==> src/rtl/stereo_quadratic_dither_24bit_top_macros.svh <==
// Assertion macros shared by the dither requantizer modules.
// Expects clock and reset signals in the scope of each use.
`ifndef STEREO_QUADRATIC_DITHER_24BIT_TOP_MACROS_SVH
`define STEREO_QUADRATIC_DITHER_24BIT_TOP_MACROS_SVH

// condition holds at every edge outside reset
`define SQD_AST_HOLD(lbl, cond, msg) \
   lbl: assert property (@(posedge clock) disable iff (reset) (cond)) else $error(msg);

// antecedent implies consequent in the next cycle
`define SQD_AST_NEXT(lbl, ante, cons, msg) \
   lbl: assert property (@(posedge clock) disable iff (reset) (ante) |=> (cons)) else $error(msg);

// antecedent implies consequent in the same cycle
`define SQD_AST_SAME(lbl, ante, cons, msg) \
   lbl: assert property (@(posedge clock) disable iff (reset) (ante) |-> (cons)) else $error(msg);

`endif

==> src/rtl/sqd_pkg.sv <==
// Package for the stereo quadratic dither requantizer.
// Holds widths, residue chain constants, reciprocals and shared types.
// No dependencies.
package sqd_pkg;

   localparam int IN_BITS  = 32;
   localparam int OUT_BITS = 24;
   localparam int SHIFT    = IN_BITS - OUT_BITS;

   localparam int NUM_STAGES = 5;
   localparam int STAGE_W    = 3;
   localparam logic [STAGE_W-1:0] LAST_STAGE = STAGE_W'(NUM_STAGES - 1);

   localparam logic [31:0] MOD_A = 32'd170003;
   localparam logic [31:0] MOD_B = 32'd17011;
   localparam logic [31:0] MOD_C = 32'd1709;
   localparam logic [31:0] MOD_D = 32'd173;
   localparam logic [31:0] MOD_E = 32'd17;

   localparam logic [31:0] RECIP_A = 32'((64'd1 << 32) / 64'd170003);
   localparam logic [31:0] RECIP_B = 32'((64'd1 << 32) / 64'd17011);
   localparam logic [31:0] RECIP_C = 32'((64'd1 << 32) / 64'd1709);
   localparam logic [31:0] RECIP_D = 32'((64'd1 << 32) / 64'd173);
   localparam logic [31:0] RECIP_E = 32'((64'd1 << 32) / 64'd17);

   localparam logic [31:0] DITHER_PEAK   = 32'd16;
   localparam logic [31:0] COUNTER_RESET = 32'd99999999;

   typedef struct packed {
      logic [31:0] a;
      logic [31:0] b;
   } mul_op_type;

   typedef struct packed {
      logic              done;
      logic signed [1:0] mag;
   } chain_res_type;

   function automatic logic [31:0] stage_mod(input logic [STAGE_W-1:0] idx);
      logic [31:0] m;
      unique case (idx)
         3'd0:    m = MOD_A;
         3'd1:    m = MOD_B;
         3'd2:    m = MOD_C;
         3'd3:    m = MOD_D;
         3'd4:    m = MOD_E;
         default: m = MOD_E;
      endcase
      return m;
   endfunction

   function automatic logic [31:0] stage_recip(input logic [STAGE_W-1:0] idx);
      logic [31:0] r;
      unique case (idx)
         3'd0:    r = RECIP_A;
         3'd1:    r = RECIP_B;
         3'd2:    r = RECIP_C;
         3'd3:    r = RECIP_D;
         3'd4:    r = RECIP_E;
         default: r = RECIP_E;
      endcase
      return r;
   endfunction

endpackage

==> src/rtl/sqd_mul.sv <==
// Shared 32x32 unsigned multiplier with a registered 64-bit product.
// Depends on sqd_pkg.
module sqd_mul (
   input  logic               clock,
   input  sqd_pkg::mul_op_type op,
   output logic [63:0]        prod
);

   logic [63:0] prod_ff;
   logic [63:0] prod_in;

   assign prod_in = 64'(op.a) * 64'(op.b);
   assign prod    = prod_ff;

   always_ff @(posedge clock) begin
      prod_ff <= prod_in;
   end

endmodule

==> src/rtl/sqd_seq.sv <==
// Residue chain sequencer: square, then truncating remainder by constant, five times.
// Depends on sqd_pkg, sqd_mul and the assertion macro header.
`include "stereo_quadratic_dither_24bit_top_macros.svh"

module sqd_seq (
   input  logic                   clock,
   input  logic                   reset,
   input  logic                   start,
   input  logic [31:0]            seed,
   output sqd_pkg::chain_res_type res
);

   localparam logic [2:0] ST_IDLE = 3'd0;
   localparam logic [2:0] ST_SQ   = 3'd1;
   localparam logic [2:0] ST_ABS  = 3'd2;
   localparam logic [2:0] ST_QEST = 3'd3;
   localparam logic [2:0] ST_QMUL = 3'd4;
   localparam logic [2:0] ST_REM  = 3'd5;

   logic [2:0]                  state_ff, state_in;
   logic [sqd_pkg::STAGE_W-1:0] step_ff, step_in;
   logic [31:0]                 h_ff, h_in;
   logic [31:0]                 a_ff, a_in;
   logic                        neg_ff, neg_in;
   sqd_pkg::mul_op_type         op;
   logic [63:0]                 prod;
   logic [31:0]                 modv;
   logic [31:0]                 r_raw;
   logic [31:0]                 r_fix;

   sqd_mul u_mul (
      .clock (clock),
      .op    (op),
      .prod  (prod)
   );

   assign modv  = sqd_pkg::stage_mod(step_ff);
   assign r_raw = a_ff - prod[31:0];
   assign r_fix = (r_raw >= modv) ? (r_raw - modv) : r_raw;

   always_comb begin
      state_in = state_ff;
      step_in  = step_ff;
      h_in     = h_ff;
      a_in     = a_ff;
      neg_in   = neg_ff;
      op.a     = h_ff;
      op.b     = h_ff;
      res.done = 1'b0;
      res.mag  = 2'sd0;
      unique case (state_ff)
         ST_IDLE: begin
            if (start) begin
               h_in     = seed;
               step_in  = '0;
               state_in = ST_SQ;
            end
         end
         ST_SQ: begin
            state_in = ST_ABS;
         end
         ST_ABS: begin
            neg_in   = prod[31];
            a_in     = prod[31] ? (32'd0 - prod[31:0]) : prod[31:0];
            state_in = ST_QEST;
         end
         ST_QEST: begin
            op.a     = a_ff;
            op.b     = sqd_pkg::stage_recip(step_ff);
            state_in = ST_QMUL;
         end
         ST_QMUL: begin
            op.a     = prod[63:32];
            op.b     = modv;
            state_in = ST_REM;
         end
         ST_REM: begin
            h_in = neg_ff ? (32'd0 - r_fix) : r_fix;
            if (step_ff == sqd_pkg::LAST_STAGE) begin
               res.done = 1'b1;
               if (r_fix == sqd_pkg::DITHER_PEAK) begin
                  res.mag = neg_ff ? -2'sd1 : 2'sd1;
               end
               state_in = ST_IDLE;
            end else begin
               step_in  = step_ff + sqd_pkg::STAGE_W'(1);
               state_in = ST_SQ;
            end
         end
         default: begin
            state_in = ST_IDLE;
         end
      endcase
   end

   always_ff @(posedge clock) begin
      if (reset) begin
         state_ff <= ST_IDLE;
         step_ff  <= '0;
      end else begin
         state_ff <= state_in;
         step_ff  <= step_in;
      end
      h_ff   <= h_in;
      a_ff   <= a_in;
      neg_ff <= neg_in;
   end

   `SQD_AST_SAME(a_rem_range, state_ff == ST_REM, r_fix < modv, "remainder not reduced")
   `SQD_AST_HOLD(a_step_range, step_ff <= sqd_pkg::LAST_STAGE, "stage index out of range")
   `SQD_AST_NEXT(a_done_idle, res.done, state_ff == ST_IDLE, "sequencer busy after done")
   `SQD_AST_HOLD(a_start_idle, !start || state_ff == ST_IDLE, "start while chain running")

endmodule

==> src/rtl/sqd_requant.sv <==
// One-channel requantizer: floor shift to output width, add dither, saturate.
// Depends on sqd_pkg.
module sqd_requant (
   input  logic signed [sqd_pkg::IN_BITS-1:0]  sample,
   input  logic signed [1:0]                   dither,
   output logic signed [sqd_pkg::OUT_BITS-1:0] result
);

   localparam int OW = sqd_pkg::OUT_BITS;
   localparam logic signed [OW:0] HI = (OW+1)'((64'd1 << (OW - 1)) - 64'd1);
   localparam logic signed [OW:0] LO = -HI - (OW+1)'(1);

   logic signed [sqd_pkg::IN_BITS-1:0] shifted;
   logic signed [OW:0]                 sum;

   assign shifted = sample >>> sqd_pkg::SHIFT;
   assign sum     = {shifted[OW-1], shifted[OW-1:0]} + {{(OW-1){dither[1]}}, dither};

   always_comb begin
      priority if (sum > HI) begin
         result = HI[OW-1:0];
      end else if (sum < LO) begin
         result = LO[OW-1:0];
      end else begin
         result = sum[OW-1:0];
      end
   end

endmodule

==> src/rtl/stereo_quadratic_dither_24bit_top.sv <==
// Top level of the stereo quadratic dither requantizer.
// Depends on sqd_pkg, sqd_seq, sqd_requant and the assertion macro header.
//
//   group  dir  tdata (low bit first)            meaning
//   req_   in   left_in[31:0], right_in[31:0]    one stereo frame, Q0.31
//   rsp_   out  left_out[23:0], right_out[23:0]  dithered 24-bit frame
//
// A frame passes through 5 stages of the residue chain, each one a square, an absolute value,
// a quotient estimate, a quotient multiply and a remainder step on the one shared multiplier;
// then its result is loaded into the output register and presented.
// A new frame is taken once the previous result has moved into the output register.
// Reset is synchronous and restores the frame counter and dither sign.
// A stalled result holds the output register; the chain waits until it frees.
`include "stereo_quadratic_dither_24bit_top_macros.svh"

module stereo_quadratic_dither_24bit_top (
   input  logic        clock,
   input  logic        reset,
   input  logic        req_tvalid,
   output logic        req_tready,
   input  logic [63:0] req_tdata,   // left_in[31:0], right_in[63:32]
   output logic        rsp_tvalid,
   input  logic        rsp_tready,
   output logic [47:0] rsp_tdata    // left_out[23:0], right_out[47:24]
);

   logic                   busy_ff, busy_in;
   logic                   pend_ff, pend_in;
   logic signed [1:0]      dith_ff, dith_in;
   logic                   sign_ff, sign_in;
   logic [31:0]            counter_ff, counter_in;
   logic [31:0]            left_ff, right_ff;
   logic                   rsp_valid_ff, rsp_valid_in;
   logic [47:0]            rsp_data_ff;
   logic                   req_xfer;
   logic                   load;
   logic signed [1:0]      dith_eff;
   logic [23:0]            left_q, right_q;
   sqd_pkg::chain_res_type res;

   assign req_tready = !busy_ff;
   assign req_xfer   = req_tvalid && !busy_ff;
   assign load       = pend_ff && (!rsp_valid_ff || rsp_tready);
   assign dith_eff   = sign_ff ? -dith_ff : dith_ff;
   assign rsp_tvalid = rsp_valid_ff;
   assign rsp_tdata  = rsp_data_ff;
   assign counter_in = counter_ff + 32'd1;

   sqd_seq u_seq (
      .clock (clock),
      .reset (reset),
      .start (req_xfer),
      .seed  (counter_in),
      .res   (res)
   );

   sqd_requant u_left (
      .sample (left_ff),
      .dither (dith_eff),
      .result (left_q)
   );

   sqd_requant u_right (
      .sample (right_ff),
      .dither (dith_eff),
      .result (right_q)
   );

   always_comb begin
      busy_in      = busy_ff;
      pend_in      = pend_ff;
      dith_in      = dith_ff;
      sign_in      = sign_ff;
      rsp_valid_in = rsp_valid_ff;
      if (req_xfer) begin
         busy_in = 1'b1;
      end
      if (res.done) begin
         pend_in = 1'b1;
         dith_in = res.mag;
      end
      if (load) begin
         pend_in      = 1'b0;
         busy_in      = 1'b0;
         sign_in      = !sign_ff;
         rsp_valid_in = 1'b1;
      end else if (rsp_valid_ff && rsp_tready) begin
         rsp_valid_in = 1'b0;
      end
   end

   always_ff @(posedge clock) begin
      if (reset) begin
         busy_ff      <= 1'b0;
         pend_ff      <= 1'b0;
         sign_ff      <= 1'b0;
         rsp_valid_ff <= 1'b0;
         counter_ff   <= sqd_pkg::COUNTER_RESET;
      end else begin
         busy_ff      <= busy_in;
         pend_ff      <= pend_in;
         sign_ff      <= sign_in;
         rsp_valid_ff <= rsp_valid_in;
         if (req_xfer) begin
            counter_ff <= counter_in;
         end
      end
      dith_ff <= dith_in;
      if (req_xfer) begin
         left_ff  <= req_tdata[31:0];
         right_ff <= req_tdata[63:32];
      end
      if (load) begin
         rsp_data_ff <= {right_q, left_q};
      end
   end

   `SQD_AST_SAME(a_done_busy, res.done, busy_ff && !pend_ff, "chain done without a frame")
   `SQD_AST_NEXT(a_load_out, load, !busy_ff && rsp_valid_ff, "load did not fill output")
   `SQD_AST_NEXT(a_count_step, req_xfer, counter_ff == $past(counter_ff) + 32'd1, "counter skip")
   `SQD_AST_NEXT(a_sign_flip, load, sign_ff != $past(sign_ff), "dither sign did not alternate")

endmodule

==> config.mk <==
export PLATFORM = sky130hd
export DESIGN_NAME = stereo_quadratic_dither_24bit_top
export DESIGN_NICKNAME = d
export VERILOG_FILES = /design/src/rtl/sqd_pkg.sv /design/src/rtl/sqd_mul.sv /design/src/rtl/sqd_seq.sv /design/src/rtl/sqd_requant.sv /design/src/rtl/stereo_quadratic_dither_24bit_top.sv
export VERILOG_INCLUDE_DIRS = /design/src /design/src/rtl
export SDC_FILE = /design/constraint.sdc
export NUM_CORES = 2
export LEC_CHECK = 0
export ABC_AREA = 1
export BUFFER_PORTS_ARGS = -buffer_cell sky130_fd_sc_hd__buf_4
export CAP_MARGIN = 10
export CELL_PAD_IN_SITES_DETAIL_PLACEMENT = 0
export CELL_PAD_IN_SITES_GLOBAL_PLACEMENT = 1
export CORE_AREA = 5 5 384 386
export DETAILED_ROUTE_END_ITERATION = 8
export DIE_AREA = 0 0 389 391
export HOLD_SLACK_MARGIN = 0.06
export PLACE_DENSITY = 0.78
export SYNTH_ARGS = -nofsm -noshare
export SYNTH_HDL_FRONTEND = slang
export SYNTH_HIERARCHICAL = 1
export SYNTH_SLANG_ARGS = --single-unit
==> constraint.sdc <==
create_clock -name clock -period 7.2 [get_ports clock]
set_input_delay 1.8 -clock clock [delete_from_list [all_inputs] [get_ports clock]]
set_output_delay 1.8 -clock clock [all_outputs]
set_load 0.01 [all_outputs]
==> metrics.txt <==
Worst Max-Slew Pin Slew 1.14 ns; worst-case clock skew 0.0238 ns; final count of hold timing violations 0; hold endpoint pend_ff; average cell area after synthesis about 7.1 um2; total CTS buffers 29; CP max stage delay roughly 0.60 ns; Tmin final 7.58 ns; crit-path max FO 8; violated checks negative setup slack; Tcrit/Tclk final 105%; Post-Syn Nets 9317; clock sinks around 270; Hold Path Class reg2reg; Final ANT Viol Nets 0; synthesized instance count 7984; drt via density 4.79; drt total wl 184000 um; Final WS setup -0.382 ns; clock slew at reported path FFs 0.06 ns; met3 WL 9990 um; Final Setup Violations 46; I/O pin count ~120; 1st-pass router iterations 6; wl on met1 80300 um; Crit path top cell by count fa_1; wire per inst roughly 18 um; RSZ-0062 raised after global routing true; die area 0.152 mm2; DP HPWL 150000 um; total track usage 23.9%; outcome finished with violations; global route overflow 0; # port buffers approximately 100; Worst Hold Depth 2; Synth Cell Area 0.0566 mm2; die height about 390 um; number of DRC markers in iteration 0 3675; commonest non-fill, non-tap cells in the layout 2513 x nand2_1, 2068 x inv_1, 864 x fa_1; # fillers 14300; core footprint 0.143 mm2; Skew-Pair Late Insertion Delay 0.60 ns; Yosys warnings 6; Layout Area Growth over Synthesis 21.3%; CP max stage cell fa_1; Worst EP required 7.68 ns; CP Data Arrival Time 8.06 ns; worst r2r src u_seq/step_ff[0]; Initial Util ~40%; CTS tree yes; pin count of the biggest net entering global routing 55; top sig layer met4; crit path launch type flop; worst-case reg-to-reg path depth 34; Worst setup EP type flop; die width 389 um; MaxCap Viol Count 0; vias in the first global route 50918; CTS root buf clkbuf_16; H-tree levels 1; max-slew violations 0; worst reg2reg endpoint u_seq/u_mul/prod[63]; drt drc 0; share of layout cells above drive strength 1 17.3%; worst reg2reg setup slack -0.38 ns; hold_buf cts 0; # rows 139; Total Nets Final 9810; most common cell after layout, fill and taps aside nand2_1; fmax approximately 0.13 GHz; first-pass GRT wire length 286000 um; TNS Setup -11.93 ns; DR vias 49883; antenna violations before repair 4; hold_sp pend_ff; Setup CP Type reg2reg; Routability Congestion 0.955; Max-slew headroom 23.7%; WL met2 about 87000 um; Max clock buf depth 3
==> per-stage QoR <==
step	setup slack, ns	cells	util [%]	cell area [um2]	hold WS (ns)
final	-0.382	10404	47.9	68600	0.494
after global routing	-0.715	10403	47.9	68600	0.528
after floorplan	0.000376	7984	-	56700	0.406
after detailed placement	-0.797	10240	44.4	63600	0.484
after CTS	-0.331	10379	47.2	67500	0.495
after global placement	-0.712	10240	44.4	63600	0.471
==> what timing repair did <==
item | 4_1_cts | 5_1_grt
buffers inserted | 81 | 22
pin swaps | 240 | 187
cloned | 8 | 4
gates resized for setup | 512 | 228
endpoints found under the setup margin | 54 | 54
==> critical path, delay by kind of cell, from the launching register on <==
family	cells	cell delay, ns
buffers and inverters	10	1.01
and+or+nand+nor	12	1.31
DFF	1	0.38
AOI/OAI and AO/OA	1	0.07
adders and majority gates	11	4.70
==> how the worst max path moves through the flow <==
stage | startpoint | end | slack [ns] | cells past startpoint
after floorplan | u_seq/step_ff[0] | u_seq/u_mul/prod[60] | 0.0004 | 39
after global placement | u_seq/step_ff[0] | u_seq/u_mul/prod[63] | -0.71 | 38
after detailed placement | u_seq/step_ff[0] | u_seq/u_mul/prod[63] | -0.80 | 36
after CTS | u_seq/step_ff[0] | u_seq/u_mul/prod[35] | -0.33 | 38
after global routing | u_seq/state_ff[1] | u_seq/u_mul/prod[63] | -0.71 | 36
final | u_seq/step_ff[0] | u_seq/u_mul/prod[63] | -0.38 | 34
==> sequential cells by signal, summed over array words and instances, names as in the netlist, 2 cells and up <==
register          flops
u_seq/a_ff           32
u_seq/state_ff        3
rsp_tdata            48
right_ff             24
left_ff              24
u_seq/step_ff         3
counter_ff           32
u_seq/h_ff           32
u_seq/u_mul/prod     64
dith_ff               2
==> area by class of cell <==
class | count | area (um2) | share of cell area (%)
clock buffer | 40 | 797 | 1.16
tap | 1903 | 2380 | 3.47
sequential | 269 | 7030 | 10.2
multi-input combinational | 5271 | 43000 | 62.7
inverter | 2205 | 8300 | 12.1
antenna | 2 | 5.00 | 0.00730
timing repair buffer | 701 | 6950 | 10.1
clock inverter | 13 | 105 | 0.153
==> routing by layer <==
layer	GRT usage [%]	vias to the layer above
met5	0	-
met3	2.44	237
met1	32.7	24353
met2	40.5	1290
met4	6.49	0
li1	-	24003
Power is left out: the tool's default activity adds up to more than one toggle a clock period on the data nets, which glitch-free logic cannot reach.
